**src/hdl/sdk_pkg.sv**
```systemverilog
`timescale 1ns / 1ps

package sdk_pkg;

  // arctangent of 2^-i in 32 bit binary angle units
  localparam int ATAN_ENTRIES = 24;
  localparam logic [31:0] ATAN_BAM32 [ATAN_ENTRIES] = '{
    32'd536870912, 32'd316933406, 32'd167458907, 32'd85004756, 32'd42667331,
    32'd21354465, 32'd10679838, 32'd5340245, 32'd2670163, 32'd1335087,
    32'd667544, 32'd333772, 32'd166886, 32'd83443, 32'd41722, 32'd20861,
    32'd10430, 32'd5215, 32'd2608, 32'd1304, 32'd652, 32'd326, 32'd163, 32'd81
  };

  // rotation cordic datapath, Q2.30 vector and 33 bit angle
  localparam int ROT_W = 33;
  typedef logic signed [ROT_W-1:0] rot_t;
  localparam rot_t CORDIC_START = 33'sd652032874;

  // yaw folding
  localparam int YAW_W = 17;
  typedef logic signed [YAW_W-1:0] yaw_t;
  localparam yaw_t YAW_QUARTER = 17'sd16384;
  localparam yaw_t YAW_HALF    = 17'sd32768;

  // products and rounding
  localparam int PROD_W = 49;
  localparam int SUM_W  = 50;
  localparam int PK_W   = 34;
  typedef logic signed [PROD_W-1:0] prod_t;
  typedef logic signed [SUM_W-1:0]  psum_t;
  typedef logic signed [PK_W-1:0]   pk_t;
  localparam psum_t RND30 = 50'sd536870912;
  localparam pk_t   RND15 = 34'sd16384;

  // wheel pair components
  localparam int PAIR_W = 19;
  typedef logic signed [PAIR_W-1:0] pair_t;

  // vectoring cordic datapath
  localparam int VEC_W = 33;
  typedef logic signed [VEC_W-1:0] vec_t;
  typedef logic [31:0] bam32_t;
  localparam bam32_t BAM_HALF  = 32'h8000_0000;
  localparam bam32_t BAM_ROUND = 32'h0000_8000;

  // square root
  localparam int SQ_W   = 38;
  localparam int ROOT_W = 19;
  localparam int REM_W  = 22;
  typedef logic [SQ_W-1:0]   sq_t;
  typedef logic [ROOT_W-1:0] root_t;
  typedef logic [REM_W-1:0]  rem_t;

  // normalising divider
  localparam int Q_W   = 15;
  localparam int DIV_W = 33;
  typedef logic [DIV_W-1:0] div_t;
  typedef logic [Q_W-1:0]   quo_t;
  localparam quo_t  UNIT_Q14 = 15'd16384;
  localparam root_t UNIT_SPD = 19'd16384;

  localparam int LANES = 4;

endpackage

```
**src/hdl/sdk_sqrt_cell.sv**
```systemverilog
`timescale 1ns / 1ps

module sdk_sqrt_cell #(
  parameter int BIT = 0
) (
  input  logic           clk,
  input  logic           en,
  input  sdk_pkg::sq_t   rad_i,
  input  sdk_pkg::rem_t  rem_i,
  input  sdk_pkg::root_t root_i,
  output sdk_pkg::sq_t   rad_o,
  output sdk_pkg::rem_t  rem_o,
  output sdk_pkg::root_t root_o
);
  import sdk_pkg::*;

  sq_t   rad_r;
  rem_t  rem_r, rem_nxt, rem_sh, trial;
  root_t root_r, root_nxt;

  // bring in the next two radicand bits and try the next root bit
  always_comb begin
    rem_sh = {rem_i[REM_W-3:0], rad_i[2*BIT+1 -: 2]};
    trial  = rem_t'({root_i, 2'b01});
    if (rem_sh >= trial) begin
      rem_nxt  = rem_sh - trial;
      root_nxt = {root_i[ROOT_W-2:0], 1'b1};
    end else begin
      rem_nxt  = rem_sh;
      root_nxt = {root_i[ROOT_W-2:0], 1'b0};
    end
  end

  always_ff @(posedge clk) begin
    if (en) begin
      rad_r  <= rad_i;
      rem_r  <= rem_nxt;
      root_r <= root_nxt;
    end
  end

  assign rad_o  = rad_r;
  assign rem_o  = rem_r;
  assign root_o = root_r;
endmodule

```
**config.mk**
```make
export PLATFORM = sky130hd
export DESIGN_NAME = sdk_sqrt_cell
export DESIGN_NICKNAME = d
export VERILOG_FILES = /design/src/hdl/sdk_pkg.sv /design/src/hdl/sdk_sqrt_cell.sv
export SDC_FILE = /design/constraint.sdc
export NUM_CORES = 1
export LEC_CHECK = 0
export ABC_AREA = 1
export BUFFER_PORTS_ARGS = -buffer_cell sky130_fd_sc_hd__buf_2
export CORE_UTILIZATION = 45
export DETAILED_ROUTE_END_ITERATION = 7
export PLACE_DENSITY = 0.77
export SKIP_CTS_REPAIR_TIMING = 1
export SLEW_MARGIN = 20
export SYNTH_ARGS = -nofsm -noshare
export SYNTH_HDL_FRONTEND = slang
export SYNTH_SLANG_ARGS = --single-unit
```
**constraint.sdc**
```tcl
create_clock -name clk -period 1.7 [get_ports clk]
set_input_delay 0.34 -clock clk [delete_from_list [all_inputs] [get_ports clk]]
set_output_delay 0.34 -clock clk [all_outputs]
set_load 0.01 [all_outputs]
```
==> flow_summary_export.csv <==
group,metric,value,unit
final_layout,area_growth,45.6,%
final_layout,nets,799,
sta,rsz0062_at_grt,"yes",
floorplan,die_h,99.2,µm
synthesis,synthTopCellsByArea,"edfxtp_1 (56%), nand2_1 (16%), inv_1 (7.5%), ha_1 (6.2%), nand3_1 (3.6%)",
sta,slew_headroom,0.834,
routing,antenna_left,0,
final_layout,layout.cells.non_filler,813,
clock_network,numCtsBuffers,9,
clock_network,cts_tree,"yes",
global_routing,grt_first_pass_wirelength,17.0,mm
place,gp_congestion,0.868,
routing,drt_pass1_iterations,4,
routing,vias,3855,
clock_network,cts.sinks,79,
run,maxCapViolations,0,
floorplan,initial_utilization,0.462,
floorplan,pin_count,160,
routing,drtIter0Drc,111,
clock_network,htreeDepth,3,
clock_network,cts_root_buffer,"clkbuf_8",
sta,finalSetupViolCount,0,
sta,postLayoutSetupSlackWorst,62.3,ps
sta,holdWs,160,ps
global_routing,grt_overflow,0,
run_status,outcome,"complete, no violations",
worst_setup_path,startpoint_type,"input port",
clock_network,clock_tree.buffer_depth,2,
sta,final_max_slew_viol_count,0,
synthesis,synth-seq-cells,79,
routing,wire_per_inst,13.5,µm
global_routing,grt_start_max_net_pins,35,
synthesis,synth.avg_cell_area,8.97,µm²
routing,drt-met1-wl,4.66,mm
worst_setup_path,crit_fanout,7,
synthesis,synth_top_cell_area_share,0.558,
place,place_area,0.00586,mm²
global_routing,antenna_found_initial,0,
global_routing,grtUsageTotal,0.224,
worst_setup_path,critPathKind,"in2reg",
hold_path,hp-class,"in2reg",
routing,drc,0,
global_routing,grt_pass1_vias,3725,
floorplan,core_area,0.00920,mm²
sta,tns,0,ps
worst_setup_path,required,1820,ps
sta,tightest_slew,249,ps
final_layout,final_util,0.673,
routing,wl,11.0,mm
sta,min_period_over_period,0.963,
floorplan,fp.dieArea,0.00984,mm²
synthesis,syn_area,0.00425,mm²
synthesis,synth_nets,576,
synthesis,synthCells,474,
pwr,ir_drop,0.487,mV
final_layout,drive_gt1_frac,0.426,
routing,wl_met3,682,µm
pwr,p_per_area,847,mW/mm²
place,hpwl,8.57,mm
synthesis,seq_area_frac_synth,0.558,
final_layout,antennaDiodeCount,0,
synthesis,yosys_warnings,0,
place,io_buffers,157,
pwr,leakagePower,3.11,nW
routing,vias_per_cell,4.74,
final_layout,final_area,0.00619,mm²
sta,period_needed,1640,ps
worst_setup_path,end_kind,"flop",
clock_network,clk_pin_slew,90,ps
floorplan,rows,35,
pwr,p_total,5.24,mW
synthesis,synth.distinct_cells,23,
sta,fmax,611,MHz
floorplan,die_w,99.2,µm
place,place_ws,-360,ps
routing,top_layer,"met4",
worst_setup_path,arrival,1750,ps
routing,route.met2.wl,5.49,mm
sta,hold_viol,0,
synthesis,yosysTopAreaCell,"edfxtp_1",
place,place_inst,795,
## cell usage after synthesis, drive strengths merged
cell type,instances
buf,5
inv,89
o21a,1
nor3,2
nand4,3
nand2,186
nand3,32
o21ai,2
nor2,26
a21oi,14
xnor2,1
xor2,9
ha,21
nand3b,4
edfxtp,79
## cell families (layout without fill, tap and decap cells)
| kind of cell | Yosys count | after routing | synth area share |
|---|---|---|---|
| and+or+nand+nor | 253 | 253 | 0.247 |
| AOI/OAI and AO/OA | 17 | 17 | 0.0224 |
| adders and majority gates | 21 | 21 | 0.0618 |
| DFF | 79 | 79 | 0.558 |
| xor gates and xnor gates | 10 | 10 | 0.0206 |
| buffers and inverters | 94 | 322 | 0.0903 |
## critical path: stages
cell     delay, ps
buf_2          120
ha_4           250
nand2_1        100
nand2_2         60
nand2_1         70
nand2_2         60
a21oi_2        170
nand2_2         90
nand2_4         90
nand2_8        100
buf_12         160
nand3_1         80
nand2_1         60
## sequential cells by signal, indices dropped and copies added, names as in the netlist
register	flops
root_o	19
rem_o	22
rad_o	38
## cell type report
type	instances	area [µm²]
fill	761	3010
timing repair buffer	217	1310
clock buffer	9	124
inverter	89	359
sequential	79	2370
clock inverter	7	72.6
multi-input combinational	301	1810
tap	111	139
## layer usage
metal / vias up / GRT usage
met1: 1744 / 0.262
met3: 10 / 0.0506
li1: 1957 / -
met2: 144 / 0.414
met5: - / 0
met4: 0 / 0.0543
## cell usage in the layout (no fill, tap or decap), types with 2 or more instances in the layout
master and n:
nand3_2 2, a21oi_1 7, nand3_1 30, nand2_1 167
ha_1 3, clkinv_4 2, nor2_1 19, nor2_2 6
buf_2 155, nand3b_1 4, ha_4 18, nand4_1 3
o21ai_0 2, clkbuf_8 9, inv_1 76, buf_4 57
buf_12 4, edfxtp_1 79, nand2_4 2, xor2_1 9
inv_2 11, nand2_2 16, a21oi_2 7, inv_12 2
## final timing paths
check	depth (start not counted)	slack, ps	endpoint	start
worst max-delay path	13	60	rem_o[18]	rem_i[5]
worst min-delay path	1	160	rad_o[11]	rad_i[11]
## report_power, final
part	total, mW	leakage (nW)	switching [mW]	internal (mW)
Clock	1.43	0.0972	0.748	0.682
Sequential	2.41	0.773	0.0405	2.37
Combinational	1.40	2.25	0.763	0.638
Power figures use the tool's default switching activity.
