**src/hdl/sdk_pkg.sv**
```systemverilog
`timescale 1ns / 1ps

package sdk_pkg;

  // arctangent of 2^-i in 32 bit binary angle units
  localparam int ATAN_ENTRIES = 24;
  localparam logic [31:0] ATAN_BAM32 [ATAN_ENTRIES] = '{
    32'd536870912, 32'd316933406, 32'd167458907, 32'd85004756, 32'd42667331,
    32'd21354465, 32'd10679838, 32'd5340245, 32'd2670163, 32'd1335087,
    32'd667544, 32'd333772, 32'd166886, 32'd83443, 32'd41722, 32'd20861,
    32'd10430, 32'd5215, 32'd2608, 32'd1304, 32'd652, 32'd326, 32'd163, 32'd81
  };

  // rotation cordic datapath, Q2.30 vector and 33 bit angle
  localparam int ROT_W = 33;
  typedef logic signed [ROT_W-1:0] rot_t;
  localparam rot_t CORDIC_START = 33'sd652032874;

  // yaw folding
  localparam int YAW_W = 17;
  typedef logic signed [YAW_W-1:0] yaw_t;
  localparam yaw_t YAW_QUARTER = 17'sd16384;
  localparam yaw_t YAW_HALF    = 17'sd32768;

  // products and rounding
  localparam int PROD_W = 49;
  localparam int SUM_W  = 50;
  localparam int PK_W   = 34;
  typedef logic signed [PROD_W-1:0] prod_t;
  typedef logic signed [SUM_W-1:0]  psum_t;
  typedef logic signed [PK_W-1:0]   pk_t;
  localparam psum_t RND30 = 50'sd536870912;
  localparam pk_t   RND15 = 34'sd16384;

  // wheel pair components
  localparam int PAIR_W = 19;
  typedef logic signed [PAIR_W-1:0] pair_t;

  // vectoring cordic datapath
  localparam int VEC_W = 33;
  typedef logic signed [VEC_W-1:0] vec_t;
  typedef logic [31:0] bam32_t;
  localparam bam32_t BAM_HALF  = 32'h8000_0000;
  localparam bam32_t BAM_ROUND = 32'h0000_8000;

  // square root
  localparam int SQ_W   = 38;
  localparam int ROOT_W = 19;
  localparam int REM_W  = 22;
  typedef logic [SQ_W-1:0]   sq_t;
  typedef logic [ROOT_W-1:0] root_t;
  typedef logic [REM_W-1:0]  rem_t;

  // normalising divider
  localparam int Q_W   = 15;
  localparam int DIV_W = 33;
  typedef logic [DIV_W-1:0] div_t;
  typedef logic [Q_W-1:0]   quo_t;
  localparam quo_t  UNIT_Q14 = 15'd16384;
  localparam root_t UNIT_SPD = 19'd16384;

  localparam int LANES = 4;

endpackage

```
**src/hdl/sdk_div_cell.sv**
```systemverilog
`timescale 1ns / 1ps

module sdk_div_cell #(
  parameter int BIT = 0
) (
  input  logic           clk,
  input  logic           en,
  input  sdk_pkg::div_t  rem_i,
  input  sdk_pkg::root_t dvs_i,
  input  sdk_pkg::quo_t  quo_i,
  output sdk_pkg::div_t  rem_o,
  output sdk_pkg::root_t dvs_o,
  output sdk_pkg::quo_t  quo_o
);
  import sdk_pkg::*;

  div_t  rem_r, rem_nxt, dv;
  root_t dvs_r;
  quo_t  quo_r, quo_nxt;

  // restoring step for one quotient bit
  always_comb begin
    dv = div_t'(dvs_i) << BIT;
    if (rem_i >= dv) begin
      rem_nxt = rem_i - dv;
      quo_nxt = quo_i | (quo_t'(1) << BIT);
    end else begin
      rem_nxt = rem_i;
      quo_nxt = quo_i;
    end
  end

  always_ff @(posedge clk) begin
    if (en) begin
      rem_r <= rem_nxt;
      dvs_r <= dvs_i;
      quo_r <= quo_nxt;
    end
  end

  assign rem_o = rem_r;
  assign dvs_o = dvs_r;
  assign quo_o = quo_r;
endmodule

```
**config.mk**
```make
export PLATFORM = sky130hd
export DESIGN_NAME = sdk_div_cell
export DESIGN_NICKNAME = d
export VERILOG_FILES = /design/src/hdl/sdk_pkg.sv /design/src/hdl/sdk_div_cell.sv
export SDC_FILE = /design/constraint.sdc
export NUM_CORES = 1
export LEC_CHECK = 0
export ABC_AREA = 0
export BUFFER_PORTS_ARGS = -buffer_cell sky130_fd_sc_hd__buf_2
export CORE_MARGIN = 2
export CORE_UTILIZATION = 25
export DETAILED_ROUTE_END_ITERATION = 16
export GPL_TIMING_DRIVEN = 1
export SETUP_SLACK_MARGIN = 0.15
export SLEW_MARGIN = 20
export SYNTH_ARGS = -nofsm -noshare
export SYNTH_HDL_FRONTEND = slang
export SYNTH_SLANG_ARGS = --single-unit
export TNS_END_PERCENT = 30
```
**constraint.sdc**
```tcl
create_clock -name clk -period 5.6 [get_ports clk]
set_input_delay 0.56 -clock clk [delete_from_list [all_inputs] [get_ports clk]]
set_output_delay 0.56 -clock clk [all_outputs]
set_load 0.01 [all_outputs]
```
==> impl_metrics.tcl, run 1 <==
set metrics [dict create \
    row_count 44 \
    postCtsSetupRepairBufs 0 \
    clk_path_buf_depth 2 \
    holdPathStages 1 \
    num_vias 2954 \
    antenna_found_initial 0 \
    grt_util_met1_pct 16.4 \
    fin_setup_tns_ps 0 \
    arrival_ps 3100 \
    ys_seq_area_share_pct 54.2 \
    synth_edf_count 67 \
    start_util_pct 25.5 \
    synth_top_cell_by_area "edfxtp_1" \
    drt_wl_total_um 9930 \
    hp-start "quo_i[1]" \
    pre_cts_ws_ps 2200 \
    cts_htree_levels 3 \
    min_delay_worst_endpoint "quo_o[1]$_DFFE_PP_" \
    n_antenna_cell 0 \
    postCtsHoldBufs 0 \
    fin_crit_sh_pct 53.8 \
    drive_gt1_share_pct 35.1 \
    grt_util_met3_pct 2.76 \
    cts_root_buffer "clkbuf_16" \
    synth_top_cell_area_share_pct 54.2 \
    fin_nets 545 \
    ant_nets 0 \
    setup_violations 0 \
    syn_area_um2 3710 \
    total_power_mw 1.42 \
    ctsResizeCount 0 \
    avgViaCountPerCell 4.58 \
    outcome "finished clean" \
    report.final.slew_viol_count 0 \
    numCtsBuffers 9 \
    postSynthCellCount 323 \
    grt_use_total_pct 12.8 \
    grt_pass1_wl_um 15700 \
    slew_headroom_pct 32.1 \
    io_buffers 135 \
    fin_crit_ps 3010 \
    rsz0062_at_grt "no" \
    ys_seq_elements 67 \
    io_pins 136 \
    clk_pin_slew_ps 60 \
    post-route-drc-count 0 \
    tightestPinTransition_ps 1020 \
    synth_area_leaders "edfxtp_1, ha_1, xnor2_1" \
    final_cell_mix "buf_2, edfxtp_1, nand2_1" \
    syn_area_per_cell_um2 11.5 \
    gp_congestion 0.807 \
    synthDistinctLibCells 53 \
    dp_hpwl_um 7680 \
    grt.busiest_layer "met2" \
    ys.warnings.count 0 \
    synth_flop_cell "edfxtp_1" \
    drt_pass1_iterations 4 \
    multiInputGateArea_um2 1530 \
    fillers 1501 \
    core_region_area_um2 14500 \
    peakVddDrop_v 0.000113 \
    overflow 0 \
    worstSetupStartpointType "input port" \
    cts_tree "done" \
    grt_max_degree 68 \
    drt_first_iter_violations 167 \
    fp.dieH_um 126 \
    wl_per_cell_um 15.4 \
    grtUsageMet2_pct 20.3 \
    power_density_nw_per_um2 295 \
    chipWidth_um 126 \
    fmax_mhz 332 \
    area_growth_pct 29.5 \
    layout_commonest_cell "buf_2" \
    layout.area.seq_um2 2010 \
    setup_slack_ps 2590 \
    end_kind "flip-flop" \
    syn-num-nets 412 \
    drv_cap 0 \
    hold_path_class "in2reg" \
    hold_violations 0 \
    clock-sinks 67 \
    grt_pass1_vias 3066 \
    leakagePower_nw 1.99 \
    dieArea_um2 15800 \
    crit_fanout 45 \
    async_reset_ff_share_pct 0 \
    critPathKind "in2reg" \
    critPathRequiredTime_ps 5680 \
]
==> power breakdown <==
group / internal [mW] / switching [mW]
combinational: 0.119 / 0.166
sequential: 0.618 / 0.0130
clock: 0.297 / 0.207
total: 1.03 / 0.386
==> registers in the layout, indices dropped and copies added, names as in the netlist <==
signal and count:
dvs_o 19, rem_o 33, quo_o 15
==> per-stage QoR <==
stage | util (%) | cell area (um2) | hold WS (ps) | instances
3_5_place_dp | 31.3 | 4540 | 739 | 629
2_1_floorplan | - | 3710 | 659 | 323
3_3_place_gp | 31.3 | 4540 | 737 | 629
4_1_cts | 33.1 | 4810 | 384 | 645
6_report | 33.1 | 4810 | 400 | 645
5_1_grt | 33.1 | 4810 | 384 | 645
==> critical path: stages <==
cell       delay (ps)
buf_2             130
inv_1              50
ha_1              280
nor2b_1           140
o21ba_2           210
o2111ai_1         360
a31oi_4           170
nor2_4            800
mux2_1            380
==> worst max path at each step <==
stage                          end  startpoint
5_1_grt        rem_o[28]$_DFFE_PP_    dvs_i[1]
6_report        rem_o[7]$_DFFE_PP_    dvs_i[1]
4_1_cts         rem_o[7]$_DFFE_PP_    dvs_i[1]
2_1_floorplan  rem_o[26]$_DFFE_PP_    rem_i[0]
3_5_place_dp    rem_o[7]$_DFFE_PP_    dvs_i[1]
3_3_place_gp    rem_o[7]$_DFFE_PP_   rem_i[12]
==> kinds of logic (layout without fill, tap and decap cells) <==
group                    after synthesis  count (layout)  synth area share (%)
AND/OR/NAND/NOR                       92              92                  14.0
AO/OA/AOI/OAI                         77              77                  13.2
flip-flops                            67              67                  54.2
buffers and inverters                 37             175                  4.52
XOR/XNOR                              29              29                  6.84
adder cells (fa/ha/maj)               20              20                  6.94
multiplexers                           1               1                 0.303
==> cells in the mapped netlist (5+ instances only) <==
cell type  instances
a21o_1             5
a21oi_1           20
buf_2              9
edfxtp_1          67
ha_1              19
inv_1             24
nand2_1           34
nand2b_1           6
nand3_1            9
nand4_1            5
nor2_1             9
nor4_1             5
o21ai_0           19
o21ai_1           10
xnor2_1           15
xor2_1            14
==> metal layers <==
metal  vias up  wire, um
met5         -         0
met4         0       237
met3        16       494
met2        94      4590
met1      1387      4600
li1       1457         -
==> area by class of cell <==
cell class,instances,area share (%)
multi-input cells,219,31.9
flip-flops and latches,67,41.9
inverters,24,1.87
clock inverters,5,0.625
repair buffers,135,14.1
well taps,184,4.79
clock buffers,11,4.84
No activity file was read; power rests on OpenSTA's default activity.
==> run 2: changes to the inputs <==
--- a/config.mk
+++ b/config.mk
@@ -5,7 +5,7 @@
 export SDC_FILE = /design/constraint.sdc
 export NUM_CORES = 1
 export LEC_CHECK = 0
-export ABC_AREA = 0
+export ABC_AREA = 1
 export BUFFER_PORTS_ARGS = -buffer_cell sky130_fd_sc_hd__buf_2
 export CORE_MARGIN = 2
 export CORE_UTILIZATION = 25
==> constraint.sdc (replaced) <==
create_clock -name clk -period 3.03 [get_ports clk]
set_input_delay 0.303 -clock clk [delete_from_list [all_inputs] [get_ports clk]]
set_output_delay 0.303 -clock clk [all_outputs]
set_load 0.01 [all_outputs]
==> run 2 against run 1 <==
Compared with the run above: critical path depth grew 3; first-iteration DRC count grew 34%; flip-flop and latch count is the same; via count grew 45%.
==> impl_metrics.tcl, run 2 <==
set metrics [dict create \
    outcome "finished clean" \
    synth_top_cell_by_area "edfxtp_1" \
    crit_buf_inv 3 \
    end_kind "flip-flop" \
    avgViaCountPerCell 4.09 \
    grt_max_degree 68 \
    hold_path_class "in2reg" \
    dp_hpwl_um 11700 \
    synthDistinctLibCells 35 \
    drt_wl_total_um 14500 \
    area_growth_pct 24.9 \
    grt_pass1_vias 4101 \
    place_area_um2 5790 \
    cts_root_buffer "clkbuf_16" \
    fin_crit_ps 1970 \
    slowest_delay_ps 460 \
    numCtsBuffers 9 \
    syn_area_per_cell_um2 7.71 \
    peakVddDrop_v 0.000237 \
    fmax_mhz 508 \
    critPathKind "in2reg" \
    fin_crit_sh_pct 65.0 \
    io_buffers 135 \
    leakagePower_nw 3.08 \
    synth_common_cells "nand2_1, inv_1, edfxtp_1" \
    ys_seq_area_share_pct 41.3 \
    cp_top_family "simple AND/OR/NAND/NOR gates" \
    worstPathCellList "buf_2, inv_1, ha_1, nand2_2, nor2_4, nand2_1, nor2_2, nand2_2, nand4_4, buf_4, nand2_2, nand2_1" \
    layout_commonest_cell "nand2_1" \
    pre_cts_ws_ps 690 \
    largest_reg_flops 33 \
    grt_pass1_wl_um 22000 \
    final_cell_mix "nand2_1, buf_2, inv_1" \
    drv_cap 0 \
    tightestPinTransition_ps 891 \
    overflow 0 \
    synth_top_cell_area_share_pct 41.3 \
    wl_per_cell_um 13.9 \
    row_count 51 \
    synth_flop_cell "edfxtp_1" \
    postSynthCellCount 632 \
    placed_cells 1027 \
    start_util_pct 25.3 \
    fp.dieH_um 144 \
    power_density_nw_per_um2 472 \
    report.final.slew_viol_count 0 \
    chipWidth_um 144 \
    post-route-drc-count 0 \
    ctsResizeCount 0 \
    rsz0062_at_grt "no" \
    slew_headroom_pct 40.6 \
    ys_seq_elements 67 \
    ant_nets 0 \
    arrival_ps 2180 \
    fin_setup_tns_ps 0 \
    clk_pin_slew_ps 60 \
    synth.most_common_cell "nand2_1" \
    core_region_area_um2 19300 \
    setup_violations 0 \
    synth_edf_count 67 \
    postCtsSetupRepairBufs 0 \
    ys.warnings.count 0 \
    num_vias 4269 \
    clk_path_buf_depth 2 \
    fin_nets 862 \
    drive_gt1_share_pct 28.9 \
    n_antenna_cell 0 \
    synth_area_leaders "edfxtp_1, nand2_1, inv_1" \
    clock-sinks 67 \
    crit_slowest_cell "ha_1" \
    postCtsHoldBufs 0 \
    crit_fanout 15 \
    final_area_um2 6080 \
    async_reset_ff_share_pct 0 \
    hold_violations 0 \
    grt_use_total_pct 14.3 \
    setup_slack_ps 1060 \
    cts_tree "done" \
    critPathRequiredTime_ps 3240 \
    syn-num-nets 721 \
    syn_area_um2 4870 \
    worstSetupStartpointType "input port" \
    drt_pass1_iterations 4 \
    gp_congestion 0.895 \
    dieArea_um2 20600 \
    cpMostUsedCell "nand2_2" \
    io_pins 136 \
    cts_htree_levels 3 \
    drt_first_iter_violations 223 \
    antenna_found_initial 0 \
    final_cells 1043 \
]
-- run 2: changes by cell type in the layout (fill, tap and decap cells not counted), sizes merged, moves of 24 or more --
| cell | delta |
|---|---|
| inv | +106 |
| nand4 | +24 |
| o21ai | -27 |
| nor2 | +37 |
| nand2 | +214 |
| nand3 | +26 |
-- run 2: per-layer routing --
layer	wire [um]	share of wire [%]	vias to the layer above	global-route usage, %
met2	6680	46	107	23.2
li1	-	-	2275	-
met1	6920	48	1873	18.7
met3	674	4.7	14	3.30
met4	198	1.4	0	4.95
met5	0	0	-	0
-- run 2: cell families after synthesis --
logic type	synth area share, %
fa+ha+maj	5.29
compound gates	2.42
buf+inv	12.6
xor+xnor	2.70
flops	41.3
simple gates	35.7
-- run 2: metrics by stage --
step | hold WS, ps | power, mW | utilization, %
after CTS | 114 | 2.92 | 31.6
after global placement | 480 | 1.85 | 30.1
after floorplan | 402 | 1.59 | -
after detailed placement | 481 | 1.86 | 30.1
after global routing | 115 | 3.04 | 31.6
final | 130 | 2.87 | 31.6
-- run 2: final cells by class --
type / count / area, um2
Fill cell: 2176 / 13200
Multi-Input combinational cell: 424 / 2250
Sequential cell: 67 / 2010
Timing Repair Buffer: 139 / 708
Inverter: 132 / 497
Tap cell: 265 / 332
Clock buffer: 11 / 233
Clock inverter: 5 / 53.8
-- run 2: power by group --
part           leakage, nW  internal [mW]  switching, mW
Sequential           0.656           1.14         0.0200
Combinational         2.29          0.247          0.423
Clock                0.133          0.633          0.411
Total                 3.08           2.02          0.853
-- run 2: worst paths after layout --
path	from	end	slack (ps)	cells past startpoint
worst max-delay path	dvs_i[18]	rem_o[18]$_DFFE_PP_	1060	12
worst min-delay path	quo_i[7]	quo_o[7]$_DFFE_PP_	130	1
