## config.mk

```make
export PLATFORM = sky130hd
export DESIGN_NAME = sdk_rot_cell
export DESIGN_NICKNAME = d
export VERILOG_FILES = /design/src/hdl/sdk_pkg.sv /design/src/hdl/sdk_rot_cell.sv
export SDC_FILE = /design/constraint.sdc
export NUM_CORES = 1
export LEC_CHECK = 0
export BUFFER_PORTS_ARGS = -buffer_cell sky130_fd_sc_hd__buf_2
export CORE_ASPECT_RATIO = 0.5
export CORE_MARGIN = 2
export CORE_UTILIZATION = 45
export DETAILED_ROUTE_END_ITERATION = 8
export GPL_ROUTABILITY_DRIVEN = 0
export PLACE_DENSITY_LB_ADDON = 0.25
export SYNTH_ARGS = -nofsm -noshare
export SYNTH_HDL_FRONTEND = slang
export SYNTH_SLANG_ARGS = --single-unit
```

## constraint.sdc

```tcl
create_clock -name clk -period 3.9 [get_ports clk]
set_input_delay 0.78 -clock clk [delete_from_list [all_inputs] [get_ports clk]]
set_output_delay 0.78 -clock clk [all_outputs]
set_load 0.005 [all_outputs]
```

## src/hdl/sdk_pkg.sv

```systemverilog
`timescale 1ns / 1ps

package sdk_pkg;

  // arctangent of 2^-i in 32 bit binary angle units
  localparam int ATAN_ENTRIES = 24;
  localparam logic [31:0] ATAN_BAM32 [ATAN_ENTRIES] = '{
    32'd536870912, 32'd316933406, 32'd167458907, 32'd85004756, 32'd42667331,
    32'd21354465, 32'd10679838, 32'd5340245, 32'd2670163, 32'd1335087,
    32'd667544, 32'd333772, 32'd166886, 32'd83443, 32'd41722, 32'd20861,
    32'd10430, 32'd5215, 32'd2608, 32'd1304, 32'd652, 32'd326, 32'd163, 32'd81
  };

  // rotation cordic datapath, Q2.30 vector and 33 bit angle
  localparam int ROT_W = 33;
  typedef logic signed [ROT_W-1:0] rot_t;
  localparam rot_t CORDIC_START = 33'sd652032874;

  // yaw folding
  localparam int YAW_W = 17;
  typedef logic signed [YAW_W-1:0] yaw_t;
  localparam yaw_t YAW_QUARTER = 17'sd16384;
  localparam yaw_t YAW_HALF    = 17'sd32768;

  // products and rounding
  localparam int PROD_W = 49;
  localparam int SUM_W  = 50;
  localparam int PK_W   = 34;
  typedef logic signed [PROD_W-1:0] prod_t;
  typedef logic signed [SUM_W-1:0]  psum_t;
  typedef logic signed [PK_W-1:0]   pk_t;
  localparam psum_t RND30 = 50'sd536870912;
  localparam pk_t   RND15 = 34'sd16384;

  // wheel pair components
  localparam int PAIR_W = 19;
  typedef logic signed [PAIR_W-1:0] pair_t;

  // vectoring cordic datapath
  localparam int VEC_W = 33;
  typedef logic signed [VEC_W-1:0] vec_t;
  typedef logic [31:0] bam32_t;
  localparam bam32_t BAM_HALF  = 32'h8000_0000;
  localparam bam32_t BAM_ROUND = 32'h0000_8000;

  // square root
  localparam int SQ_W   = 38;
  localparam int ROOT_W = 19;
  localparam int REM_W  = 22;
  typedef logic [SQ_W-1:0]   sq_t;
  typedef logic [ROOT_W-1:0] root_t;
  typedef logic [REM_W-1:0]  rem_t;

  // normalising divider
  localparam int Q_W   = 15;
  localparam int DIV_W = 33;
  typedef logic [DIV_W-1:0] div_t;
  typedef logic [Q_W-1:0]   quo_t;
  localparam quo_t  UNIT_Q14 = 15'd16384;
  localparam root_t UNIT_SPD = 19'd16384;

  localparam int LANES = 4;

endpackage

```

## src/hdl/sdk_rot_cell.sv

```systemverilog
`timescale 1ns / 1ps

module sdk_rot_cell #(
  parameter int STEP = 0
) (
  input  logic          clk,
  input  logic          en,
  input  sdk_pkg::rot_t x_i,
  input  sdk_pkg::rot_t y_i,
  input  sdk_pkg::rot_t z_i,
  output sdk_pkg::rot_t x_o,
  output sdk_pkg::rot_t y_o,
  output sdk_pkg::rot_t z_o
);
  import sdk_pkg::*;

  rot_t x_r, y_r, z_r;
  rot_t x_nxt, y_nxt, z_nxt;
  rot_t atn;

  // one micro-rotation towards zero residual angle
  always_comb begin
    atn = rot_t'({1'b0, ATAN_BAM32[STEP]});
    if (z_i >= 0) begin
      x_nxt = x_i - (y_i >>> STEP);
      y_nxt = y_i + (x_i >>> STEP);
      z_nxt = z_i - atn;
    end else begin
      x_nxt = x_i + (y_i >>> STEP);
      y_nxt = y_i - (x_i >>> STEP);
      z_nxt = z_i + atn;
    end
  end

  always_ff @(posedge clk) begin
    if (en) begin
      x_r <= x_nxt;
      y_r <= y_nxt;
      z_r <= z_nxt;
    end
  end

  assign x_o = x_r;
  assign y_o = y_r;
  assign z_o = z_r;
endmodule

```

==> results.sh, run 1 <==
export IMPL_netSwitchingFraction=0.342
export IMPL_layout_min_cycle_time_ps=3620
export IMPL_crit_chain="buf_2 > inv_1 > ha_1 > nor2b_1 > o211ai_1 > a2111oi_1 > buf_4 > o21a_1 > a221o_1 > a41oi_2 > o21ai_1 > a31oi_1 > xnor2_1"
export IMPL_numCtsBuffers=9
export IMPL_combPwrFrac=0.368
export IMPL_syn_area_per_cell_sq_um=9.01
export IMPL_p_int_uw=2360
export IMPL_dieArea_sq_um=20400
export IMPL_yosysSeqAreaShare=0.340
export IMPL_fin_nets=1398
export IMPL_endpoint_kind="register"
export IMPL_setup_ws_ps=277
export IMPL_io_buffers=199
export IMPL_syn_inst=961
export IMPL_critical_path_max_stage_delay_ps=490
export IMPL_ctsHoldBuffers=0
export IMPL_synth_edff_count=98
export IMPL_fin_util=0.567
export IMPL_vdd_drop_max_mv=0.190
export IMPL_pwr_share_clk=0.242
export IMPL_clk_pin_slew_worst_paths_ps=80
export IMPL_postCtsSetupBuffers=0
export IMPL_io_pins=200
export IMPL_post_dp_hpwl_um=20300
export IMPL_slowest_stage="a2111oi_1"
export IMPL_detail_route_antenna_nets=0
export IMPL_drt_initial_drc_count=1037
export IMPL_synth_nets=1164
export IMPL_critPathRequiredTime_ps=4020
export IMPL_max_slew_margin=0.445
export IMPL_synth_distinct_cells=72
export IMPL_fin_total_pwr_uw=3590
export IMPL_yosysWarnings=0
export IMPL_areaGrowthSynthToFinish_pct=21.9
export IMPL_ys_flop_type="edfxtp_1"
export IMPL_num_rows=35
export IMPL_min_to="z_o[9]$_DFFE_PP_"
export IMPL_hold_viol=0
export IMPL_hold_class="primary input to register"
export IMPL_drt_pass1_iter_count=7
export IMPL_worst_setup_path_start_kind="primary input"
export IMPL_worstHoldPathCells=1
export IMPL_drive_above_1_share=0.250
export IMPL_h_tree_depth=3
export IMPL_cp_top_family="compound AO/OA/AOI/OAI gates"
export IMPL_wl_per_cell_um=17.6
export IMPL_n_antenna_cell=0
export IMPL_period_share=0.929
export IMPL_holdCritStartpoint="z_i[9]"
export IMPL_worst_pin_slew_ps=833
export IMPL_drt_total_wl_um=25600
export IMPL_die_w_um=200
export IMPL_syn_area_sq_um=8650
export IMPL_grt_pass1_vias=7635
export IMPL_worst_path_buf_inv=3
export IMPL_status="completed"
export IMPL_core_area_sq_um=18600
export IMPL_fmax_mhz=276
export IMPL_dp_cells=1443
export IMPL_viasPerCell=5.63
export IMPL_crit_fanout=5
export IMPL_clock_root_buffer="clkbuf_16"
export IMPL_finalMaxSlewViolations=0
export IMPL_setup_violations_final=0
export IMPL_antenna_found_initial=0
export IMPL_cap_violations=0
export IMPL_vias=8211
export IMPL_crit_type="primary input to register"
export IMPL_grtUsageTotal=0.253
export IMPL_layout_common_cells="buf_2 (198), a21oi_1 (118), inv_1 (101)"
export IMPL_grt_pass1_wl_um=40800
export IMPL_pwr_share_seq=0.390
export IMPL_die_h_um=102
export IMPL_holdWs_ps=589
export IMPL_fin_cells=1458
export IMPL_start_util=0.465
export IMPL_grt_max_degree=75
export IMPL_cts_buffer_depth=2
export IMPL_overflow=0
export IMPL_ys_seq_elements=98
export IMPL_switchingPower_uw=1230
export IMPL_async_flop_share=0
export IMPL_drc_errors=0
export IMPL_rsz0062_at_grt="false"
export IMPL_clock_sinks=98
export IMPL_arrival_ps=3740
export IMPL_tritoncts="yes"
export IMPL_place_ws_ps=-57.5
export IMPL_p_leak_uw=0.00483
export IMPL_powerDensity_nw_per_um2=340
export IMPL_layout_commonest_cell="buf_2"
==> layout make-up <==
type,count,area [sq um]
sequential,98,2940
tap,259,324
timing repair buffer,265,1490
clock buffer,9,225
inverter,103,387
multi-input combinational,718,5130
fill,1656,8060
clock inverter,6,48.8
==> metrics by stage <==
step / TNS (ps) / area, sq um
after floorplan: 0 / 8650
after global placement: -10.3 / 10300
after detailed placement: -171 / 10300
after CTS: 0 / 10600
after global routing: 0 / 10600
final: 0 / 10600
==> worst max-delay path by stage <==
stage / startpoint / to / cells after the start
2_1_floorplan: x_i[3] / y_o[32]$_DFFE_PP_ / 12
3_3_place_gp: x_i[1] / y_o[21]$_DFFE_PP_ / 13
3_5_place_dp: x_i[1] / x_o[29]$_DFFE_PP_ / 13
4_1_cts: x_i[1] / x_o[29]$_DFFE_PP_ / 13
5_1_grt: x_i[1] / x_o[21]$_DFFE_PP_ / 13
6_report: x_i[1] / x_o[29]$_DFFE_PP_ / 13
==> layer usage <==
| layer | global-route usage | vias up | wire length [um] |
|---|---|---|---|
| li1 | - | 3906 | - |
| met1 | 0.356 | 3844 | 11700 |
| met2 | 0.399 | 418 | 11100 |
| met3 | 0.0580 | 43 | 2380 |
| met4 | 0.0563 | 0 | 389 |
| met5 | 0 | - | 0 |
==> sequential cells by signal (all words and copies together), names as in the netlist <==
| name | flops |
|---|---|
| x_o | 33 |
| y_o | 32 |
| z_o | 33 |
==> power by group through the flow <==
stage | logic (uW) | clock network [uW] | registers (uW)
after global placement | 1280 | 0 | 1420
after global routing | 1440 | 928 | 1410
after floorplan | 732 | 0 | 1440
after detailed placement | 1290 | 0 | 1420
final | 1320 | 869 | 1400
after CTS | 1300 | 892 | 1400
==> logic make-up after synthesis <==
kind of cell	count (synthesis)	share of synthesized area
mux	22	0.0257
buf+inv	145	0.0671
simple gates	227	0.127
xor+xnor	64	0.0648
compound gates	303	0.225
fa+ha+maj	102	0.151
flops	98	0.340
==> cell usage after synthesis, types with 4 or more instances <==
cell / instances / area [sq um]
o21ai_0: 61 / 305
xor2_1: 7 / 61.3
o31ai_1: 7 / 52.6
a211o_1: 4 / 35.0
nand4_1: 7 / 43.8
o22ai_1: 4 / 25.0
nand3_1: 17 / 85.1
o21a_1: 9 / 67.6
a21o_1: 18 / 135
edfxtp_1: 98 / 2940
or2_2: 4 / 25.0
nor3_1: 17 / 85.1
a21oi_1: 118 / 591
clkbuf_1: 19 / 71.3
mux2i_1: 20 / 200
o221ai_1: 6 / 52.6
nand2_1: 44 / 165
fa_1: 4 / 80.1
buf_2: 11 / 55.1
nor4_1: 10 / 62.6
nor2_1: 83 / 312
inv_1: 101 / 379
a211oi_1: 9 / 67.6
ha_1: 98 / 1230
nand2b_1: 9 / 56.3
nor2b_1: 12 / 75.1
a31oi_1: 8 / 50.1
a221o_1: 4 / 40.0
buf_1: 8 / 30.0
or3_1: 4 / 25.0
and4_1: 4 / 35.0
xnor2_1: 57 / 499
o21bai_1: 13 / 97.6
==> repair_timing <==
item / CTS / global route
endpoints found under the hold margin: 0 / 0
endpoints found under the setup margin: 0 / 4
gates resized for setup: 0 / 1
Power figures use the tool's default switching activity.
==> inputs of run 2 (changes only) <==
--- a/config.mk
+++ b/config.mk
@@ -8,9 +8,10 @@
 export BUFFER_PORTS_ARGS = -buffer_cell sky130_fd_sc_hd__buf_2
 export CORE_ASPECT_RATIO = 0.5
 export CORE_MARGIN = 2
-export CORE_UTILIZATION = 45
+export CORE_UTILIZATION = 55
 export DETAILED_ROUTE_END_ITERATION = 8
 export GPL_ROUTABILITY_DRIVEN = 0
+export HOLD_SLACK_MARGIN = 0.05
 export PLACE_DENSITY_LB_ADDON = 0.25
 export SYNTH_ARGS = -nofsm -noshare
 export SYNTH_HDL_FRONTEND = slang
==> run 2 against run 1 <==
Against the previous run:
- total power decreased by 0.20%
- die area fell by 18%
- critical path depth up 1
- worst setup slack lost 190 ps
- via count up 1.9%
- sequential share of layout area increased by 0.37 points
- global-route usage is 3.5 points higher
- hold slack better by 14 ps
- cell area fell by 1.3%
- first-iteration DRC count decreased by 11%
- routed wire length is 3.5% lower
==> results.sh, run 2 (same netlist as run 1, synthesis figures left out) <==
export IMPL_crit_type="primary input to register"
export IMPL_wl_per_cell_um=17.7
export IMPL_critPathRequiredTime_ps=3980
export IMPL_viasPerCell=6.01
export IMPL_layout_min_cycle_time_ps=3810
export IMPL_drt_pass1_iter_count=6
export IMPL_die_h_um=92.7
export IMPL_min_to="z_o[5]$_DFFE_PP_"
export IMPL_worst_setup_path_start_kind="primary input"
export IMPL_grt_util_met2=0.453
export IMPL_n_antenna_cell=0
export IMPL_rsz0062_at_grt="false"
export IMPL_crit_chain="buf_2 > inv_1 > ha_1 > fa_1 > nand4b_1 > nand4b_1 > buf_4 > a2111oi_1 > o41ai_1 > nand3_1 > nand2_1 > nand2_1 > a31o_2 > xnor2_1"
export IMPL_core_area_sq_um=15400
export IMPL_slowest_stage="o41ai_1"
export IMPL_fin_util=0.676
export IMPL_use_met1=0.395
export IMPL_arrival_ps=3890
export IMPL_cap_violations=0
export IMPL_overflow=0
export IMPL_worst_path_buf_inv=3
export IMPL_io_buffers=199
export IMPL_clock_sinks=98
export IMPL_place_ws_ps=-136
export IMPL_fmax_mhz=262
export IMPL_drt_initial_drc_count=928
export IMPL_areaGrowthSynthToFinish_pct=20.4
export IMPL_max_slew_margin=0.405
export IMPL_period_share=0.977
export IMPL_vdd_drop_max_mv=0.224
export IMPL_post_dp_hpwl_um=19000
export IMPL_critical_path_max_stage_delay_ps=830
export IMPL_clk_pin_slew_worst_paths_ps=80
export IMPL_hold_class="primary input to register"
export IMPL_h_tree_depth=3
export IMPL_drt_total_wl_um=24700
export IMPL_clock_root_buffer="clkbuf_16"
export IMPL_grt_max_degree=75
export IMPL_layout_common_cells="buf_2 (198), a21oi_1 (118), inv_1 (101)"
export IMPL_fin_nets=1386
export IMPL_holdCritStartpoint="z_i[5]"
export IMPL_setup_ws_ps=89.8
export IMPL_dieArea_sq_um=16800
export IMPL_detail_route_antenna_nets=0
export IMPL_worst_pin_slew_ps=880
export IMPL_grt_pass1_wl_um=38700
export IMPL_grt_pass1_vias=7760
export IMPL_numCtsBuffers=9
export IMPL_start_util=0.561
export IMPL_layout_commonest_cell="buf_2"
export IMPL_cp_top_family="compound AO/OA/AOI/OAI gates"
export IMPL_drc_errors=0
export IMPL_status="completed"
export IMPL_die_w_um=181
export IMPL_io_pins=200
export IMPL_p_leak_uw=0.00479
export IMPL_drive_above_1_share=0.242
export IMPL_finalMaxSlewViolations=0
export IMPL_cts_buffer_depth=2
export IMPL_antenna_found_initial=1
export IMPL_num_rows=32
export IMPL_hold_viol=0
export IMPL_endpoint_kind="register"
export IMPL_powerDensity_nw_per_um2=344
export IMPL_grt_busiest_layer="met2"
export IMPL_grt_use_met3=0.0759
export IMPL_grtUsageTotal=0.288
export IMPL_worstHoldPathCells=1
export IMPL_vias=8364
export IMPL_setup_violations_final=0
export IMPL_tritoncts="yes"
export IMPL_crit_fanout=3
## run 2: cell count changes in the layout (fill, tap and decap cells not counted), sizes merged
cell | before | now
buf | 265 | 253
clkinv | 1 | 2
clkinvlp | 3 | 1
inv | 105 | 107
## run 2: power by group
part / internal [uW] / switching (uW)
clock: 446 / 439
sequential: 1360 / 36.4
combinational: 552 / 750
## run 2: how the worst max path moves through the flow
stage,from,end,slack [ps],depth (start not counted)
4_1_cts,x_i[0],x_o[24]$_DFFE_PP_,210,14
3_3_place_gp,x_i[0],x_o[24]$_DFFE_PP_,-100,14
2_1_floorplan,x_i[3],y_o[32]$_DFFE_PP_,580,12
3_5_place_dp,x_i[0],x_o[24]$_DFFE_PP_,-140,14
6_report,x_i[0],x_o[24]$_DFFE_PP_,90,14
5_1_grt,x_i[4],y_o[31]$_DFFE_PP_,80,14
## run 2: final cells by class
| cell class | instances | area (sq um) |
|---|---|---|
| Sequential cell | 98 | 2940 |
| Multi-Input combinational cell | 718 | 5130 |
| Tap cell | 204 | 255 |
| Fill cell | 1256 | 5000 |
| Inverter | 103 | 387 |
| Timing Repair Buffer | 253 | 1420 |
| Clock inverter | 7 | 57.6 |
| Clock buffer | 9 | 225 |
## run 2: timing repair
item | 4_1_cts | 5_1_grt
endpoints found under the setup margin | 0 | 2
hold buffers | 0 | 0
setup buffers | 0 | 0
resized for setup | 0 | 1
## run 2: layer usage
| metal | part of all wire | vias to the layer above |
|---|---|---|
| met5 | 0.00053 | - |
| li1 | - | 3883 |
| met3 | 0.11 | 65 |
| met1 | 0.44 | 3872 |
| met2 | 0.44 | 542 |
| met4 | 0.021 | 2 |
## run 2: stage by stage
stage	area [sq um]	total power, uW	hold WS (ps)	cells	setup TNS (ps)
floorplan	8650	2170	879	961	0
global placement	10100	2650	956	1376	-228
detailed placement	10100	2680	958	1376	-460
CTS	10400	3570	594	1392	0
global route	10400	3750	592	1392	0
finish	10400	3580	603	1392	0
