$ cat src/hdl/sdk_pkg.sv
`timescale 1ns / 1ps

package sdk_pkg;

  // arctangent of 2^-i in 32 bit binary angle units
  localparam int ATAN_ENTRIES = 24;
  localparam logic [31:0] ATAN_BAM32 [ATAN_ENTRIES] = '{
    32'd536870912, 32'd316933406, 32'd167458907, 32'd85004756, 32'd42667331,
    32'd21354465, 32'd10679838, 32'd5340245, 32'd2670163, 32'd1335087,
    32'd667544, 32'd333772, 32'd166886, 32'd83443, 32'd41722, 32'd20861,
    32'd10430, 32'd5215, 32'd2608, 32'd1304, 32'd652, 32'd326, 32'd163, 32'd81
  };

  // rotation cordic datapath, Q2.30 vector and 33 bit angle
  localparam int ROT_W = 33;
  typedef logic signed [ROT_W-1:0] rot_t;
  localparam rot_t CORDIC_START = 33'sd652032874;

  // yaw folding
  localparam int YAW_W = 17;
  typedef logic signed [YAW_W-1:0] yaw_t;
  localparam yaw_t YAW_QUARTER = 17'sd16384;
  localparam yaw_t YAW_HALF    = 17'sd32768;

  // products and rounding
  localparam int PROD_W = 49;
  localparam int SUM_W  = 50;
  localparam int PK_W   = 34;
  typedef logic signed [PROD_W-1:0] prod_t;
  typedef logic signed [SUM_W-1:0]  psum_t;
  typedef logic signed [PK_W-1:0]   pk_t;
  localparam psum_t RND30 = 50'sd536870912;
  localparam pk_t   RND15 = 34'sd16384;

  // wheel pair components
  localparam int PAIR_W = 19;
  typedef logic signed [PAIR_W-1:0] pair_t;

  // vectoring cordic datapath
  localparam int VEC_W = 33;
  typedef logic signed [VEC_W-1:0] vec_t;
  typedef logic [31:0] bam32_t;
  localparam bam32_t BAM_HALF  = 32'h8000_0000;
  localparam bam32_t BAM_ROUND = 32'h0000_8000;

  // square root
  localparam int SQ_W   = 38;
  localparam int ROOT_W = 19;
  localparam int REM_W  = 22;
  typedef logic [SQ_W-1:0]   sq_t;
  typedef logic [ROOT_W-1:0] root_t;
  typedef logic [REM_W-1:0]  rem_t;

  // normalising divider
  localparam int Q_W   = 15;
  localparam int DIV_W = 33;
  typedef logic [DIV_W-1:0] div_t;
  typedef logic [Q_W-1:0]   quo_t;
  localparam quo_t  UNIT_Q14 = 15'd16384;
  localparam root_t UNIT_SPD = 19'd16384;

  localparam int LANES = 4;

endpackage

$ cat src/hdl/sdk_vec_cell.sv
`timescale 1ns / 1ps

module sdk_vec_cell #(
  parameter int STEP = 0
) (
  input  logic            clk,
  input  logic            en,
  input  sdk_pkg::vec_t   x_i,
  input  sdk_pkg::vec_t   y_i,
  input  sdk_pkg::bam32_t z_i,
  output sdk_pkg::vec_t   x_o,
  output sdk_pkg::vec_t   y_o,
  output sdk_pkg::bam32_t z_o
);
  import sdk_pkg::*;

  vec_t   x_r, y_r, x_nxt, y_nxt;
  bam32_t z_r, z_nxt;

  // one micro-rotation driving y towards zero, angle wraps modulo a turn
  always_comb begin
    if (y_i > 0) begin
      x_nxt = x_i + (y_i >>> STEP);
      y_nxt = y_i - (x_i >>> STEP);
      z_nxt = z_i + ATAN_BAM32[STEP];
    end else begin
      x_nxt = x_i - (y_i >>> STEP);
      y_nxt = y_i + (x_i >>> STEP);
      z_nxt = z_i - ATAN_BAM32[STEP];
    end
  end

  always_ff @(posedge clk) begin
    if (en) begin
      x_r <= x_nxt;
      y_r <= y_nxt;
      z_r <= z_nxt;
    end
  end

  assign x_o = x_r;
  assign y_o = y_r;
  assign z_o = z_r;
endmodule

$ cat config.mk
export PLATFORM = sky130hd
export DESIGN_NAME = sdk_vec_cell
export DESIGN_NICKNAME = d
export VERILOG_FILES = /design/src/hdl/sdk_pkg.sv /design/src/hdl/sdk_vec_cell.sv
export SDC_FILE = /design/constraint.sdc
export NUM_CORES = 1
export LEC_CHECK = 0
export BUFFER_PORTS_ARGS = -buffer_cell sky130_fd_sc_hd__clkbuf_2
export CAP_MARGIN = 20
export CORE_MARGIN = 2
export CORE_UTILIZATION = 35
export CTS_CLUSTER_SIZE = 25
export DETAILED_ROUTE_END_ITERATION = 6
export HOLD_SLACK_MARGIN = 0.03
export PLACE_DENSITY_LB_ADDON = 0.2
export SLEW_MARGIN = 20
export SYNTH_ARGS = -nofsm -noshare
export SYNTH_HDL_FRONTEND = slang
export SYNTH_SLANG_ARGS = --single-unit
$ cat constraint.sdc
create_clock -name clk -period 9.3 [get_ports clk]
set_clock_uncertainty 0.05 [all_clocks]
set_input_delay 2.325 -clock clk [delete_from_list [all_inputs] [get_ports clk]]
set_output_delay 2.325 -clock clk [all_outputs]
set_load 0.01 [all_outputs]
==> impl_results.md, run 1 <==
* Wire length of the first global-routing pass at 42.6 mm
* Post-synthesis share of cell area spent on full adders, half adders and majority gates at 14.9%
* Post-DR wirelength/cell at about 19 um
* Longest Clk Path Bufs at 2
* Number of flops mapped to enable cells by yosys at 97
* Required time worst endpoint at 9.34 ns
* Routability cong. at 0.933
* Sequential share of the synthesized area at roughly 34%
* Portion of synthesized cell area occupied by the leading cell type at between 30% and 40%
* Post-cts repair resize count at 0
* Detailed-route DRC error count at 0
* Clock tree root buffer cell: sky130_fd_sc_hd__clkbuf_16
* Async SR Flop Fraction at 0%
* Synth Area in Compound Gates at 23.6%
* Wire length after detailed routing at 27.8 mm
* Final TNS setup at 0 ns
* Total overflow reported by the global router at 0
* Number of levels the H-tree was split into at 3
* Instance count on the critical path at 12
* Flip-flop and latch count after synthesis at 97
* Upper clock frequency limit at 180 MHz
* CP peak stage delay at 0.55 ns
* Number of buffers and inverters on the critical path at 2
* Clock Sink Count at 97
* Total Die Area at 25800 um^2
* Total number of yosys warnings at 0
* Post-CTS Hold Fix Bufs at 0
* Slowest cell on the critical path: sky130_fd_sc_hd__o31ai_1
* Synthesized instance count at 950
* Crit share post-route at 59.9%
* Violation count after the first detailed-route iteration at 752
* Number of nets in the final layout at 1316
* Setup violators final at 0
* Via Count at 7766
* First-pass iteration count of the detailed router at 5
* Core area at 24200 um^2
* End of the critical path: y_o[29]
* Hpwl dp at 21.6 mm
* Post-Synth XOR/XNOR Area at 6.64%
* Syn Area/Cell at 9.02 um^2
* Post-synth cell types at 65
* Post-synthesis to final-layout area growth at 17.7%
* Largest net degree at the start of global routing at 59
* Setup slack of the critical path after layout at between 3 and 4 ns
* Crit Path Category: input pin to flop
* Leakage component of the power at between 4 and 5 nW
* Total nets after synthesis at 1150
* Worst hold path type: input pin to flop
* Crit path time final at between 5 and 6 ns
* Final hold violation count at 0
* Number of I/O port buffers at just under 200
* Status: finished clean
* Slew at the pin closest to its max-slew limit at 0.861 ns
* Most frequent cells after synthesis: sky130_fd_sc_hd__a21oi_1 (125), sky130_fd_sc_hd__edfxtp_1 (97), sky130_fd_sc_hd__ha_1 (96), sky130_fd_sc_hd__inv_1 (96), sky130_fd_sc_hd__nor2_1 (70)
* Proportion of synthesized area in mux cells at 1.64%
* DP Worst Slack at approximately 3.6 ns
* Horizontal die dimension at 160 um
* Data arrival, critical path at 5.61 ns
* Total CTS buffers at 9
* Crit. End Element: flop
* Number of antenna cells inserted at 0
* Die Ht at 160 um
* Starting density of the core at 35.4%
* Initial antenna violation count at 0
* Largest family of logic cells by synthesized area: compound AO/OA/AOI/OAI gates
* Worst path top cell family by delay: compound AO/OA/AOI/OAI gates
* Critical-path maximum fanout at 13
* Crit path launch: x_i[10]
* Aggregate global-route resource usage at 21.2%
* Clock-pin slew on the worst setup and hold paths at ~0.080 ns
* Clock tree from TritonCTS: built
* Area fraction in and, or, nand and nor cells after synthesis at roughly 12%
* Power density cells at ~150 nW/um^2
* Relative max-transition margin at 42.1%
* Critical path startpoint category: input pin
* Cell area after synthesis at 8570 um^2
* Leading cell types by total area after synthesis: sky130_fd_sc_hd__edfxtp_1 (34%), sky130_fd_sc_hd__ha_1 (14%), sky130_fd_sc_hd__a21oi_1 (7.3%)
* Cell type with the largest total area after synthesis: sky130_fd_sc_hd__edfxtp_1
* Maximum vdd ir drop at ~0.07 mV
* Via-per-instance ratio at roughly 5.4
* Reported max-cap violation count at 0
* Critical path cell sequence: clkbuf_2 -> inv_1 -> ha_1 -> nor2b_1 -> nor2_1 -> o31ai_1 -> a2111o_1 -> o21ai_0 -> o31a_1 -> o41ai_1 -> a222oi_1 -> xor2_1
* Leading cell type by number of instances after synthesis: sky130_fd_sc_hd__a21oi_1
* Standard-cell rows at 57
* Via count of the first global-routing pass at 7361
* Number of buffers inserted to repair setup after CTS at 0
* Share of cells above drive strength 1 at 21.6%
* Count of boundary I/O pins at 198
* Setup repair after global routing missed its margin: false
* Most instantiated flip-flop cell in the synthesis netlist: sky130_fd_sc_hd__edfxtp_1
* Fin. max-slew vios at 0
* Post-route ant nets at 0
[cell families after synthesis]
logic type | count (synthesis)
xor gates and xnor gates | 65
and+or+nand+nor | 218
AOI/OAI and AO/OA | 308
buffers and inverters | 148
DFF | 97
adders and majority gates | 100
muxes | 14
[cell usage in the layout, fill, tap and decap left out, types with 7 or more instances in the layout]
cell / synthesis / routed
sky130_fd_sc_hd__a21o_1: 24 / 24
sky130_fd_sc_hd__edfxtp_1: 97 / 97
sky130_fd_sc_hd__inv_1: 96 / 95
sky130_fd_sc_hd__mux2i_1: 14 / 14
sky130_fd_sc_hd__o211ai_1: 7 / 7
sky130_fd_sc_hd__a221oi_1: 7 / 7
sky130_fd_sc_hd__nor2b_1: 9 / 9
sky130_fd_sc_hd__nand2b_1: 7 / 7
sky130_fd_sc_hd__o21ai_0: 49 / 49
sky130_fd_sc_hd__nand4_1: 11 / 11
sky130_fd_sc_hd__o31ai_1: 11 / 11
sky130_fd_sc_hd__nand2_1: 44 / 44
sky130_fd_sc_hd__a21oi_1: 125 / 125
sky130_fd_sc_hd__ha_1: 96 / 96
sky130_fd_sc_hd__nor2_1: 70 / 69
sky130_fd_sc_hd__xor2_1: 12 / 12
sky130_fd_sc_hd__nand3_1: 13 / 13
sky130_fd_sc_hd__clkbuf_16: 0 / 9
sky130_fd_sc_hd__and2_1: 7 / 7
sky130_fd_sc_hd__o21bai_1: 16 / 16
sky130_fd_sc_hd__clkbuf_2: 0 / 196
sky130_fd_sc_hd__nor4_1: 16 / 16
sky130_fd_sc_hd__xnor2_1: 53 / 53
sky130_fd_sc_hd__nor3_1: 23 / 23
sky130_fd_sc_hd__a211oi_1: 14 / 14
[final cells by class]
class,count,area (um^2)
clock buffers,9,225
clock inverters,7,66.3
fillers,2428,14100
inverters,103,387
multi-input cells,705,5080
flip-flops and latches,97,2910
well taps,324,405
repair buffers,200,1010
[per-stage QoR]
| step | area, um^2 | instances | total power, mW | util [%] | hold WS [ns] |
|---|---|---|---|---|---|
| global route | 10100 | 1445 | 1.58 | 41.7 | 2.07 |
| CTS | 10100 | 1445 | 1.51 | 41.7 | 2.07 |
| global placement | 9790 | 1429 | 1.13 | 40.5 | 2.45 |
| floorplan | 8570 | 950 | 0.926 | - | 2.37 |
| finish | 10100 | 1445 | 1.50 | 41.7 | 2.08 |
| detailed placement | 9790 | 1429 | 1.12 | 40.5 | 2.45 |
[how the worst min path moves through the flow]
stage               cells past startpoint     from       to  slack (ns)
finish                                  1  z_i[28]  z_o[28]        2.08
global route                            1  z_i[15]  z_o[15]        2.07
CTS                                     1  z_i[28]  z_o[28]        2.07
detailed placement                      1  z_i[24]  z_o[24]        2.45
global placement                        1   z_i[1]   z_o[1]        2.45
floorplan                               0   z_i[0]   z_o[0]        2.37
[power by group]
| part | leakage (nW) | switching, mW | internal, mW | total, mW |
|---|---|---|---|---|
| combinational | 3.42 | 0.337 | 0.202 | 0.539 |
| sequential | 0.949 | 0.0188 | 0.564 | 0.583 |
| clock | 0.142 | 0.196 | 0.187 | 0.383 |
[state kept, by name (all words and copies together), names as in the netlist]
| register | count |
|---|---|
| x_o | 33 |
| z_o | 32 |
| y_o | 32 |
[metal layers]
metal	global-route usage [%]	routed length (um)
met2	33.0	12300
met5	0	0
met3	2.94	1740
met1	30.6	13100
met4	6.55	604
Note: power is estimated with default switching activity, not from simulation.
==> run 2, diff against run 1 <==
==> constraint.sdc (replaced) <==
create_clock -name clk -period 5.62 [get_ports clk]
set_clock_uncertainty 0.05 [all_clocks]
set_input_delay 1.405 -clock clk [delete_from_list [all_inputs] [get_ports clk]]
set_output_delay 1.405 -clock clk [all_outputs]
set_load 0.01 [all_outputs]
==> run 2 against run 1 <==
Net effect: global-route usage about the same; final cell count up 0.55%; sequential cell count unchanged; via count down 0.73%; sequential power up 66%; count of clock-buffer cells in the layout unchanged; core utilization up 0.25 points; combinational power up 66%; largest power group unchanged; setup slack worse by 2.6 ns; clock power up 66%.
==> impl_results.md, run 2 (same netlist as run 1, synthesis figures left out) <==
* Total CTS buffers at 9 (unchanged)
* Setup slack of the critical path after layout at 1.15 ns (-2.58 ns)
* Power density cells at 246 nW/um^2 (+65%)
* Final TNS setup at 0 ns (unchanged)
* Reported max-cap violation count at 0 (unchanged)
* Longest Clk Path Bufs at 2 (unchanged)
* Area of all placed cells without fillers at 10100 um^2 (+0.59%)
* Detailed-route DRC error count at 0 (unchanged)
* Post-DR wirelength/cell at 19.2 um (-0.28%)
* Post-CTS Hold Fix Bufs at 0 (unchanged)
* Status: finished clean
* Crit. End Element: flop
* Number of I/O port buffers at 197 (unchanged)
* Initial antenna violation count at 0 (unchanged)
* Maximum vdd ir drop at 0.170 mV (+140%)
* Number of buffers inserted to repair setup after CTS at 0 (unchanged)
* Required time worst endpoint at 5.67 ns (-3.67 ns)
* Clock Sink Count at 97 (unchanged)
* Wire length after detailed routing at 27.8 mm (+0.27%)
* Relative max-transition margin at 50.0% (+7.9 points)
* Setup repair after global routing missed its margin: false
* Aggregate global-route resource usage at 21.2% (+0.036 points)
* Total Die Area at 25800 um^2 (unchanged)
* Data arrival, critical path at 4.52 ns (-1.09 ns)
* Crit path time final at about 4.5 ns
* Wire length of the first global-routing pass at 42.4 mm (-0.50%)
* Via Count at 7709 (-0.73%)
* Crit Path Category: input pin to flop
* Hold Slack at 1.17 ns (-0.916 ns)
* Largest net degree at the start of global routing at 59 (unchanged)
* Max FFs per register at 33 (unchanged)
* Clock tree from TritonCTS: built
* Setup violators final at 0 (unchanged)
* Horizontal die dimension at 160 um (unchanged)
* DP Worst Slack at 0.876 ns (-2.68 ns)
* Number of antenna cells inserted at 0 (unchanged)
* Post-cts repair resize count at 0 (unchanged)
* Worst hold path type: input pin to flop
* Instance area at placement at 9850 um^2 (+0.61%)
* Final hold violation count at 0 (unchanged)
* Fin. max-slew vios at 0 (unchanged)
* Via count of the first global-routing pass at 7358 (-0.041%)
* Post-synthesis to final-layout area growth at 18.4%
* Via-per-instance ratio at 5.31 (-1.3%)
* Number of nets in the final layout at 1324 (+0.61%)
* Critical-path maximum fanout at 13 (unchanged)
* Clock tree root buffer cell: sky130_fd_sc_hd__clkbuf_16
* Upper clock frequency limit at 224 MHz
* Share of cells above drive strength 1 at 22.1% (+0.56 points)
* Clock-pin slew on the worst setup and hold paths at 0.08 ns (about the same)
* Starting density of the core at 35.4% (unchanged)
* Leakage component of the power at 4.55 nW (+0.89%)
* Core area at 24200 um^2 (unchanged)
* Most frequent cells in the layout: sky130_fd_sc_hd__clkbuf_2 (196), sky130_fd_sc_hd__a21oi_1 (125), sky130_fd_sc_hd__edfxtp_1 (97)
* Number of levels the H-tree was split into at 3 (unchanged)
* Standard-cell rows at 57 (unchanged)
* Violation count after the first detailed-route iteration at 603 (-20%)
* Critical path startpoint category: input pin
* First-pass iteration count of the detailed router at 5 (unchanged)
* Count of boundary I/O pins at 198 (unchanged)
* Routability cong. at 0.943 (+1.1%)
* Hpwl dp at 22.0 mm (+1.9%)
* Post-route ant nets at 0 (unchanged)
* Slew at the pin closest to its max-slew limit at 0.743 ns (-0.117 ns)
* Total overflow reported by the global router at 0 (unchanged)
* Leading cell type in the layout, fill and taps excluded: sky130_fd_sc_hd__clkbuf_2
* Crit share post-route at 79.5%
* Die Ht at 160 um (unchanged)
==> run 2: worst max-delay path, stage by stage <==
cell and delay [ns]:
sky130_fd_sc_hd__clkbuf_2 0.11, sky130_fd_sc_hd__inv_1 0.04, sky130_fd_sc_hd__ha_1 0.46, sky130_fd_sc_hd__nor2b_1 0.29
sky130_fd_sc_hd__nor2_1 0.07, sky130_fd_sc_hd__o31ai_1 0.53, sky130_fd_sc_hd__a2111o_1 0.24, sky130_fd_sc_hd__o21ai_0 0.13
sky130_fd_sc_hd__o31a_1 0.36, sky130_fd_sc_hd__o41ai_1 0.51, sky130_fd_sc_hd__a222oi_1 0.17, sky130_fd_sc_hd__xor2_1 0.19
==> run 2: report_power, final <==
part | total (mW) | internal, mW | switching, mW | leakage [nW]
registers | 0.965 | 0.933 | 0.0315 | 0.949
clock network | 0.634 | 0.310 | 0.324 | 0.142
logic | 0.894 | 0.339 | 0.554 | 3.46
==> run 2: cell type report <==
class                      count  area, um^2
timing repair buffer         208        1070
multi-input combinational    705        5080
clock buffer                   9         225
inverter                     103         387
sequential                    97        2910
clock inverter                 7        66.3
tap                          324         405
fill                        2454       14000
==> run 2: worst paths after layout <==
| kind | start | endpoint | slack (ns) | cells past startpoint |
|---|---|---|---|---|
| worst max-delay path | x_i[10] | y_o[29] | 1.15 | 12 |
| worst min-delay path | z_i[1] | z_o[1] | 1.17 | 1 |
==> run 2: metal layers <==
layer	global-route usage, %	vias to the layer above	routed length [um]
met4	7.00	0	718
met5	0	-	0
met1	30.5	3637	13100
met3	3.38	39	1660
met2	32.6	274	12400
li1	-	3759	-
==> run 2: stage by stage <==
step / std cells / utilization, % / total power [mW]
after floorplan: 950 / - / 1.53
after CTS: 1453 / 42.0 / 2.52
after global routing: 1453 / 42.0 / 2.64
final: 1453 / 42.0 / 2.49
after global placement: 1437 / 40.8 / 1.87
after detailed placement: 1437 / 40.8 / 1.87
